**src/design/mmpf_pkg.sv**
```systemverilog
`default_nettype none
package mmpf_pkg;

  localparam int QueueDepth = 16;
  localparam int PtrW = $clog2(QueueDepth);
  localparam int NumPush = 3;

  localparam logic [1:0] CmdMotion = 2'd0;
  localparam logic [1:0] CmdRead   = 2'd1;
  localparam logic [1:0] CmdReset  = 2'd2;

  localparam logic [1:0] ModeX   = 2'b01;
  localparam logic [1:0] ModeY   = 2'b10;
  localparam logic [1:0] ModeBtn = 2'b11;

  typedef struct packed {
    logic [NumPush-1:0]      valid;
    logic [NumPush-1:0][7:0] data;
  } mmpf_push_t;

  typedef struct packed {
    logic signed [8:0] whole;
    logic signed [8:0] rem;
  } mmpf_split_t;

  function automatic mmpf_split_t take_whole(input logic signed [8:0] frac,
                                             input logic signed [15:0] delta);
    logic signed [16:0] sum;
    logic signed [16:0] rem;
    mmpf_split_t        res;
    sum = 17'(frac) + 17'(delta);
    res.whole = sum[16:8] + 9'(sum[16] && (sum[7:0] != 8'd0));
    rem = sum - {res.whole, 8'h00};
    res.rem = rem[8:0];
    return res;
  endfunction

  function automatic logic [5:0] clamp6(input logic signed [8:0] v);
    logic [5:0] res;
    if (v > 9'sd31) begin
      res = 6'b011111;
    end else if (v < -9'sd32) begin
      res = 6'b100000;
    end else begin
      res = v[5:0];
    end
    return res;
  endfunction

  function automatic logic [PtrW-1:0] ptr_next(input logic [PtrW-1:0] ptr);
    logic [PtrW-1:0] res;
    if (ptr == PtrW'(QueueDepth - 1)) begin
      res = '0;
    end else begin
      res = ptr + PtrW'(1);
    end
    return res;
  endfunction

endpackage
`default_nettype wire

```
**src/design/mmpf_queue.sv**
```systemverilog
`default_nettype none
module mmpf_queue import mmpf_pkg::*; (
  input  wire logic       clk_i,
  input  wire logic       rst_ni,
  input  wire mmpf_push_t push_i,
  input  wire logic       pop_i,
  input  wire logic       clear_i,
  output logic            empty_o,
  output logic [7:0]      rd_data_o
);

  logic [7:0]      store_q [QueueDepth];
  logic [PtrW-1:0] wr_ptr_q, wr_ptr_d;
  logic [PtrW-1:0] rd_ptr_q;
  logic [PtrW-1:0] wp;
  logic [PtrW-1:0] waddr [NumPush];
  logic [NumPush-1:0] we;

  // Pushes are taken in order; a push that finds the queue full is dropped.
  always_comb begin
    wp = wr_ptr_q;
    for (int i = 0; i < NumPush; i++) begin
      we[i] = 1'b0;
      waddr[i] = wp;
      if (push_i.valid[i] && (ptr_next(wp) != rd_ptr_q)) begin
        we[i] = 1'b1;
        wp = ptr_next(wp);
      end
    end
    wr_ptr_d = wp;
  end

  always_ff @(posedge clk_i) begin
    for (int i = 0; i < NumPush; i++) begin
      if (we[i]) begin
        store_q[waddr[i]] <= push_i.data[i];
      end
    end
  end

  always_ff @(posedge clk_i or negedge rst_ni) begin
    if (!rst_ni) begin
      wr_ptr_q <= '0;
      rd_ptr_q <= '0;
    end else if (clear_i) begin
      wr_ptr_q <= '0;
      rd_ptr_q <= '0;
    end else begin
      wr_ptr_q <= wr_ptr_d;
      if (pop_i) begin
        rd_ptr_q <= ptr_next(rd_ptr_q);
      end
    end
  end

  assign empty_o   = (wr_ptr_q == rd_ptr_q);
  assign rd_data_o = store_q[rd_ptr_q];

  a_pop_not_empty: assert property (@(posedge clk_i) disable iff (!rst_ni)
    pop_i |-> !empty_o) else $error("Pop from an empty queue.");

  a_clear_empties: assert property (@(posedge clk_i) disable iff (!rst_ni)
    clear_i |=> empty_o) else $error("Queue not empty after clear.");

  a_no_push_on_pop: assert property (@(posedge clk_i) disable iff (!rst_ni)
    pop_i |-> (push_i.valid == '0)) else $error("Push and pop in one cycle.");

endmodule
`default_nettype wire

```
**src/design/mouse_motion_packet_fifo_unit.sv**
```systemverilog
// Each word is held in an input register, then a read's byte in the output register.
// Throughput: one word per cycle; reads stall only while the output register is held.
// A motion word may queue up to three bytes in the same cycle that processes it.
// Asynchronous reset clears accumulators, buttons, queue pointers and the handshake state.
// Queue storage is not cleared; only bytes written since the last clear are ever read.
`default_nettype none
module mouse_motion_packet_fifo_unit import mmpf_pkg::*; (
  input  wire logic        clk_i,
  input  wire logic        rst_ni,
  input  wire logic        s_axis_tvalid,
  output logic             s_axis_tready,
  input  wire logic [39:0] s_axis_tdata,  // dx_motion, dy_motion, button_bits, zero fill
  input  wire logic [1:0]  s_axis_tuser,  // cmd
  output logic             m_axis_tvalid,
  input  wire logic        m_axis_tready,
  output logic [7:0]       m_axis_tdata,  // status_byte
  output logic [0:0]       m_axis_tuser   // fifo_was_empty
);

  logic              in_valid_q;
  logic [1:0]        cmd_q;
  logic signed [15:0] dx_q, dy_q;
  logic [2:0]        btn_raw_q;

  logic              out_valid_q;
  logic [7:0]        out_byte_q;
  logic              out_empty_q;

  logic signed [8:0] frac_x_q, frac_y_q;
  logic [2:0]        prev_btn_q;

  logic        out_free, is_read, adv, in_take;
  logic        fire_motion, fire_read, fire_reset;
  mmpf_split_t split_x, split_y;
  logic signed [8:0] neg_y;
  logic [2:0]  btn;
  logic        btn_change;
  mmpf_push_t  push;
  logic        q_empty;
  logic [7:0]  q_rd_data;

  assign out_free      = !out_valid_q || m_axis_tready;
  assign is_read       = (cmd_q == CmdRead);
  assign adv           = in_valid_q && (!is_read || out_free);
  assign s_axis_tready = !in_valid_q || adv;
  assign in_take       = s_axis_tvalid && s_axis_tready;

  assign fire_motion = adv && (cmd_q == CmdMotion);
  assign fire_read   = adv && is_read;
  assign fire_reset  = adv && (cmd_q == CmdReset);

  assign split_x    = take_whole(frac_x_q, dx_q);
  assign split_y    = take_whole(frac_y_q, dy_q);
  assign neg_y      = 9'sd0 - split_y.whole;
  assign btn        = {btn_raw_q[1], btn_raw_q[2], btn_raw_q[0]};
  assign btn_change = (btn != prev_btn_q);

  always_comb begin
    push.valid[0] = fire_motion && (split_x.whole != 9'sd0);
    push.valid[1] = fire_motion && (split_y.whole != 9'sd0);
    push.valid[2] = fire_motion && btn_change;
    push.data[0]  = {ModeX, clamp6(split_x.whole)};
    push.data[1]  = {ModeY, clamp6(neg_y)};
    push.data[2]  = {ModeBtn, 3'b000, btn};
  end

  mmpf_queue u_queue (
    .clk_i     (clk_i),
    .rst_ni    (rst_ni),
    .push_i    (push),
    .pop_i     (fire_read && !q_empty),
    .clear_i   (fire_reset),
    .empty_o   (q_empty),
    .rd_data_o (q_rd_data)
  );

  always_ff @(posedge clk_i) begin
    if (in_take) begin
      cmd_q     <= s_axis_tuser;
      dx_q      <= s_axis_tdata[15:0];
      dy_q      <= s_axis_tdata[31:16];
      btn_raw_q <= s_axis_tdata[34:32];
    end
    if (fire_read) begin
      out_byte_q  <= q_empty ? 8'h00 : q_rd_data;
      out_empty_q <= q_empty;
    end
  end

  always_ff @(posedge clk_i or negedge rst_ni) begin
    if (!rst_ni) begin
      in_valid_q  <= 1'b0;
      out_valid_q <= 1'b0;
      frac_x_q    <= '0;
      frac_y_q    <= '0;
      prev_btn_q  <= '0;
    end else begin
      if (in_take) begin
        in_valid_q <= 1'b1;
      end else if (adv) begin
        in_valid_q <= 1'b0;
      end
      if (fire_read) begin
        out_valid_q <= 1'b1;
      end else if (m_axis_tready) begin
        out_valid_q <= 1'b0;
      end
      if (fire_reset) begin
        frac_x_q   <= '0;
        frac_y_q   <= '0;
        prev_btn_q <= '0;
      end else if (fire_motion) begin
        frac_x_q   <= split_x.rem;
        frac_y_q   <= split_y.rem;
        prev_btn_q <= btn;
      end
    end
  end

  assign m_axis_tvalid   = out_valid_q;
  assign m_axis_tdata    = out_byte_q;
  assign m_axis_tuser[0] = out_empty_q;

  a_item_kept: assert property (@(posedge clk_i) disable iff (!rst_ni)
    (in_valid_q && !adv) |=> in_valid_q) else $error("Pending word lost.");

  a_empty_read_zero: assert property (@(posedge clk_i) disable iff (!rst_ni)
    (out_valid_q && out_empty_q) |-> (out_byte_q == 8'h00))
    else $error("Empty read returned a nonzero byte.");

  a_read_stalls: assert property (@(posedge clk_i) disable iff (!rst_ni)
    (in_valid_q && is_read && !out_free) |-> !s_axis_tready)
    else $error("Input taken while a read is blocked.");

endmodule
`default_nettype wire
```
**config.mk**
```make
export PLATFORM = sky130hd
export DESIGN_NAME = mouse_motion_packet_fifo_unit
export DESIGN_NICKNAME = d
export VERILOG_FILES = /design/src/design/mmpf_pkg.sv /design/src/design/mmpf_queue.sv /design/src/design/mouse_motion_packet_fifo_unit.sv
export SDC_FILE = /design/constraint.sdc
export NUM_CORES = 1
export LEC_CHECK = 0
export BUFFER_PORTS_ARGS = -buffer_cell sky130_fd_sc_hd__buf_2
export CAP_MARGIN = 25
export CORE_MARGIN = 4
export CORE_UTILIZATION = 65
export CTS_CLUSTER_SIZE = 30
export DETAILED_ROUTE_END_ITERATION = 8
export PLACE_DENSITY = 0.81
export SETUP_SLACK_MARGIN = 0.5
export SLEW_MARGIN = 20
export SYNTH_ARGS = -nofsm -noshare
export SYNTH_HDL_FRONTEND = slang
export SYNTH_HIERARCHICAL = 1
export SYNTH_SLANG_ARGS = --single-unit
```
**constraint.sdc**
```tcl
create_clock -name clk_i -period 20.2 [get_ports clk_i]
set_clock_uncertainty 0.05 [all_clocks]
set_input_delay 2.02 -clock clk_i [delete_from_list [all_inputs] [get_ports clk_i]]
set_output_delay 2.02 -clock clk_i [all_outputs]
set_load 0.02 [all_outputs]
```
# After elaboration in Yosys (flattened, before gate mapping)
# Memories as Yosys holds them, arrays and structs flattened. A register that Yosys moved wholly into a read port is not among the register bits.
# Index checks and enable logic that the tools add are counted.
# Widths: inputs -> output; s select.
# op_classes
addsub	11
n_mul	0
div_mod_pow	0
order_cmp	4
n_eq_ne	11
shift	0
muxes	33
bitwise	0
reduce_logical	30
# op_table
cell	count
$mux 4	10
$mux 9	4
$add 9x16->17	2
$mux 6	4
$add 9x1->9	2
$gt 9x6->1 const B	2
$lt 9x6->1 const B	2
$reduce_bool 9->1	2
$sub 9x9->9	2
$add 4x1->4 const B	4
$eq 4x4->1 const B	4
$reduce_bool 8->1	2
$logic_and 1x1->1	14
$mux 1	13
$ne 4x4->1	3
$sub 1x9->9 const A	1
$reduce_bool 2->1	4
$mux 3	2
$eq 4x4->1	1
$logic_not 1->1	4
$logic_or 1x1->1	3
$ne 3x3->1	1
$eq 2x1->1 const B	1
$eq 2x2->1 const B	1
$logic_not 2->1	1
# word_totals
ff_bits	69
latch_bits	0
mem_bits_rw	128
mem_bits_ro	0
inputBits	46
memories	1
# memory_table
name	words	width	rd	rd_ports_with_merged_regs	wr	line_no	text
u_queue.store_q	16	8	1	1	3	mmpf_queue.sv:12	logic [7:0] store_q [QueueDepth];

# Depth between registers and ports, before layout
# logic_depth
word_depth	20
mapped_depth	46
depth_no_buf	41

# By module
# The synthesis kept the hierarchy.
# modules_own_cells
module	n_inst	cells_per_inst	area_per_inst_um2	seq_area_each_um2
mmpf_queue	1	781	9479.1	4043.9
mouse_motion_packet_fifo_unit	1	468	4668.2	1956.9

# Least setup slack after synthesis
# Ideal clock, no wire load.
# synth_timing
kind	register -> register
start	reg dx_q[0]
end	mem u_queue.store_q[12][0], enable pin
setup_ps	339
t_arrival_ps	8767
slack_ps	11044
stages_incl_launch_ff	43
period_less_slack_ps	9156
cell_sequence	edfxtp_1 ha_1 inv_1 fa_1 nor2b_1 o21ai_0 a21boi_0 o31a_1 a2111oi_0 o31ai_1 a31o_2 a31oi_1 ha_1 ha_1 and2_1 nand4_1 nor3_1 nand3_1 [... 7 more ...] ha_1 buf_1 nand2b_1 or4_1 o211a_1 a31oi_1 nor2_1 clkbuf_1 o21ai_0 inv_1 ha_1 xnor2_1 or4_1 a211oi_1 nor3b_4 nor4b_2 buf_2 nand3b_1
# synth_lines
item	line_no	text
start: declaration	mouse_motion_packet_fifo_unit.sv:22	logic signed [15:0] dx_q, dy_q;
start signal: assignment	mouse_motion_packet_fifo_unit.sv:80	dx_q <= s_axis_tdata[15:0];
end: declaration	mmpf_queue.sv:12	

==> metrics.md <==
| Metric | Value |
|---|---|
| Status | `complete, no violations` |
| FMAX | `roughly 90 MHz` |
| Final ANT Viol Nets | `0` |
| Vias/cell | `~6.6` |
| Min-delay src | `frac_x_q[7]` |
| Clk root buf | `clkbuf_16` |
| Crit-path max cell delay | `between 0.5 and 0.6 ns` |
| Flop2flop setup slack | `between 9 and 10 ns` |
| Netlist cell types | `between 80 and 90` |
| Core ar. | `roughly 21000 sq um` |
| Setup TNS | `0 ns` |
| First-iteration detailed-routing DRC count | `between 1000 and 1500` |
| P_leak | `a little over 6 nW` |
| Starting Density | `0.667` |
| Yosys Warn Count | `6` |
| Async S/R FF share, synth | `0.151` |
| Share of layout cells above drive strength 1 | `0.238` |
| Area delta synth->final | `10.0%` |
| DR vias | `between 10000 and 15000` |
| Nets | `1431` |
| Die Ht | `about 160 um` |
| Crit Reg-Reg Startpoint | `dx_q[0]` |
| DRC viols | `0` |
| GRT Total Usage | `0.301` |
| Hold EP | `frac_x_q[7]` |
| PwrDens | `146 nW/um^2` |
| Total clock sinks | `205` |
| Post-synthesis cell area | `14100 sq um` |
| Pin count of the biggest net entering global routing | `46` |
| Vias in the first global route | `roughly 11000` |
| Initial antenna violation count | `0` |
| Post-CTS sizing | `0` |
| Critical path launch point type | `register` |
| Pre-antenna DRT Iters | `7` |
| Worst-path clk slew | `0.06 ns` |
| Cts bufs inserted | `23` |
| Post-CTS Hold Buffers | `0` |
| CP max FO | `19` |
| Period utilisation layout | `0.541` |
| Critical path's slowest cell | `a2111oi_0` |
| Global-route wire length before repair | `roughly 57000 um` |
| DP Wirelength | `between 20000 and 25000 um` |
| CP Buf/Inv Count | `3` |
| Gate Count Post-Synth | `between 1000 and 1500` |
| Routed wire per std cell | `approximately 22 um` |
| Final hold violations | `0` |
| Post-layout power | `approximately 0.0023 W` |
| Max-slew violations | `0` |
| Gp weighted congestion | `0.959` |
| Most used DFF post-synth | `edfxtp_1` |
| Ports | `57` |
| Skew-Pair Late Insertion Delay | `0.53 ns` |
| CP delay by family, top | `compound AO/OA/AOI/OAI gates` |
| CTS tree | `built` |
| Critical Path Sink Type | `register` |
| Post-CTS setup buffer count | `0` |
| Die Footprint | `about 24000 sq um` |
| Number of cell rows | `53` |
| Clock Path Buffers | `3` |
| Setup-failing EPs final | `0` |
| RSZ-0062 raised after global routing | `no` |
| Maxcap violations | `0` |
| Worst vdd ir | `roughly 0.00011 V` |
| WL final | `roughly 36000 um` |
| CP Data Arrival Time | `approximately 11 ns` |
| Most frequent CP cell | `ha_1` |
| Worst hold path class | `register to register` |
| Tightest Pin Transition | `slightly below 1 ns` |
| FF-to-FF End | `u_queue/store_q[4][6]` |
| Sequential area share after synthesis | `0.424` |
| R2R cell count | `39` |
| Fin crit period | `10.94 ns` |
| Worst hold path depth | `2` |
| Avg Cell Area, Syn | `11.3 sq um` |
| Die X | `156 um` |
| Crit Path Category | `register to register` |
| Number of synthesized flops with an enable pin | `between 150 and 200` |
| Clock H-tree levels | `1` |
| Slew headroom | `0.336` |
| Worst EP required | `20.27 ns` |
| GRT overflow | `0` |
| FF+latch count, synth | `~210` |
| Buffers on Ports | `a little over 50` |
==> registers in the layout (all words and copies together), names as in the netlist <==
register / count
u_queue/rd_ptr_q: 4
in_valid_q: 1
prev_btn_q: 3
frac_y_q: 9
u_queue/store_q: 128
u_queue/wr_ptr_q: 4
frac_x_q: 9
m_axis_tvalid: 1
dx_q: 16
dy_q: 16
m_axis_tuser: 1
btn_raw_q: 3
cmd_q: 2
m_axis_tdata: 8
==> layout make-up <==
cell class                      count  area [sq um]
Inverter                           30           113
Antenna cell                        1          2.50
Timing Repair Buffer               70           410
Tap cell                          275           344
Sequential cell                   205          6000
Multi-Input combinational cell   1001          7980
Clock buffer                       29           598
Fill cell                        1463          5650
Clock inverter                     12           118
==> placed cells by master, fill, tap and decap left out, types with 21 or more instances in the layout <==
master | synthesis | routed
nor2_1 | 47 | 46
xor2_1 | 21 | 21
dfrtp_1 | 31 | 30
edfxtp_1 | 174 | 174
nor3_1 | 25 | 25
nand3_1 | 28 | 28
conb_1 | 2 | 63
mux2_2 | 146 | 146
mux2i_1 | 58 | 58
inv_1 | 29 | 29
buf_2 | 13 | 51
clkbuf_16 | 0 | 23
nand2_1 | 123 | 123
a21oi_1 | 29 | 29
ha_1 | 52 | 52
o21ai_0 | 89 | 89
mux4_2 | 40 | 40
xnor2_1 | 39 | 39
==> synth_stat cells, drive strengths merged, types with 3 or more instances <==
cell type / count / area share
a2111oi: 4 / 0.0029
inv: 29 / 0.0077
a211o: 3 / 0.0019
nand2b: 6 / 0.0027
o31ai: 6 / 0.0032
edfxtp: 174 / 0.37
o21bai: 3 / 0.0016
nor2b: 16 / 0.0071
dfrtp: 31 / 0.055
mux2: 146 / 0.12
or4: 8 / 0.0042
nand3: 31 / 0.012
buf: 26 / 0.0083
a211oi: 7 / 0.0037
o21a: 10 / 0.0054
ha: 52 / 0.046
clkbuf: 48 / 0.013
nand2: 126 / 0.034
a21o: 20 / 0.011
nor2: 48 / 0.013
nor3b: 4 / 0.0037
nand3b: 8 / 0.0042
mux2i: 58 / 0.041
xnor2: 39 / 0.024
o211ai: 9 / 0.0051
xor2: 21 / 0.013
o21ai: 96 / 0.034
a31oi: 12 / 0.0053
nor4b: 4 / 0.0042
or3: 4 / 0.0018
or2: 6 / 0.0028
and2: 8 / 0.0037
a21oi: 30 / 0.011
nand4: 23 / 0.011
nor3: 26 / 0.010
and3: 11 / 0.0049
a22o: 11 / 0.0068
mux4: 40 / 0.064
nor4: 6 / 0.0027
==> cell families after synthesis <==
family / after synthesis / synth area share
AND/OR/NAND/NOR: 341 / 0.126
multiplexers: 244 / 0.221
AO/OA/AOI/OAI: 237 / 0.110
flip-flops: 205 / 0.424
buffers and inverters: 104 / 0.0290
XOR/XNOR: 62 / 0.0403
adder cells (fa/ha/maj): 54 / 0.0488
other: 2 / 0.000531
==> routing by layer <==
layer	vias to the layer above	global-route usage	wire length, um
li1	4879	-	-
met5	-	0	0
met1	5123	0.405	14200
met3	102	0.0791	4030
met4	0	0.103	1160
met2	549	0.481	16900
==> metrics by stage <==
stage	instance area [sq um]	utilization	std cells	hold WS (ns)	worst slack (ns)
3_5_place_dp	14800	0.698	1578	0.437	9.24
6_report	15600	0.734	1623	0.444	9.26
5_1_grt	15600	0.734	1622	0.459	8.39
3_3_place_gp	14800	0.698	1578	0.421	9.39
4_1_cts	15500	0.732	1619	0.450	9.17
2_1_floorplan	14400	-	1310	0.404	11.04
==> worst min-delay path, delay by kind of cell (launching register included) <==
kind             cells  cell delay (ns)
AO/OA/AOI/OAI        1             0.06
flip-flops           1             0.35
AND/OR/NAND/NOR      1             0.05
==> how the worst max path moves through the flow <==
stage	slack [ns]	to	startpoint	cells past startpoint
final	9.26	u_queue/store_q[4][6]	dx_q[0]	39
after global routing	8.39	u_queue/store_q[6][0]	dx_q[0]	39
after CTS	9.17	u_queue/store_q[0][7]	dx_q[0]	39
after detailed placement	9.24	u_queue/store_q[0][5]	dx_q[0]	39
after global placement	9.39	u_queue/store_q[0][5]	dx_q[0]	38
after floorplan	11.04	u_queue/store_q[12][0]	dx_q[0]	42
==> where the power goes <==
group	switching (W)	internal, W	leakage, nW
clock network	0.000170	0.000236	0.350
logic	0.000740	0.000524	3.82
registers	0.0000347	0.000569	2.00
total	0.000945	0.00133	6.17
Power figures use the tool's default switching activity.
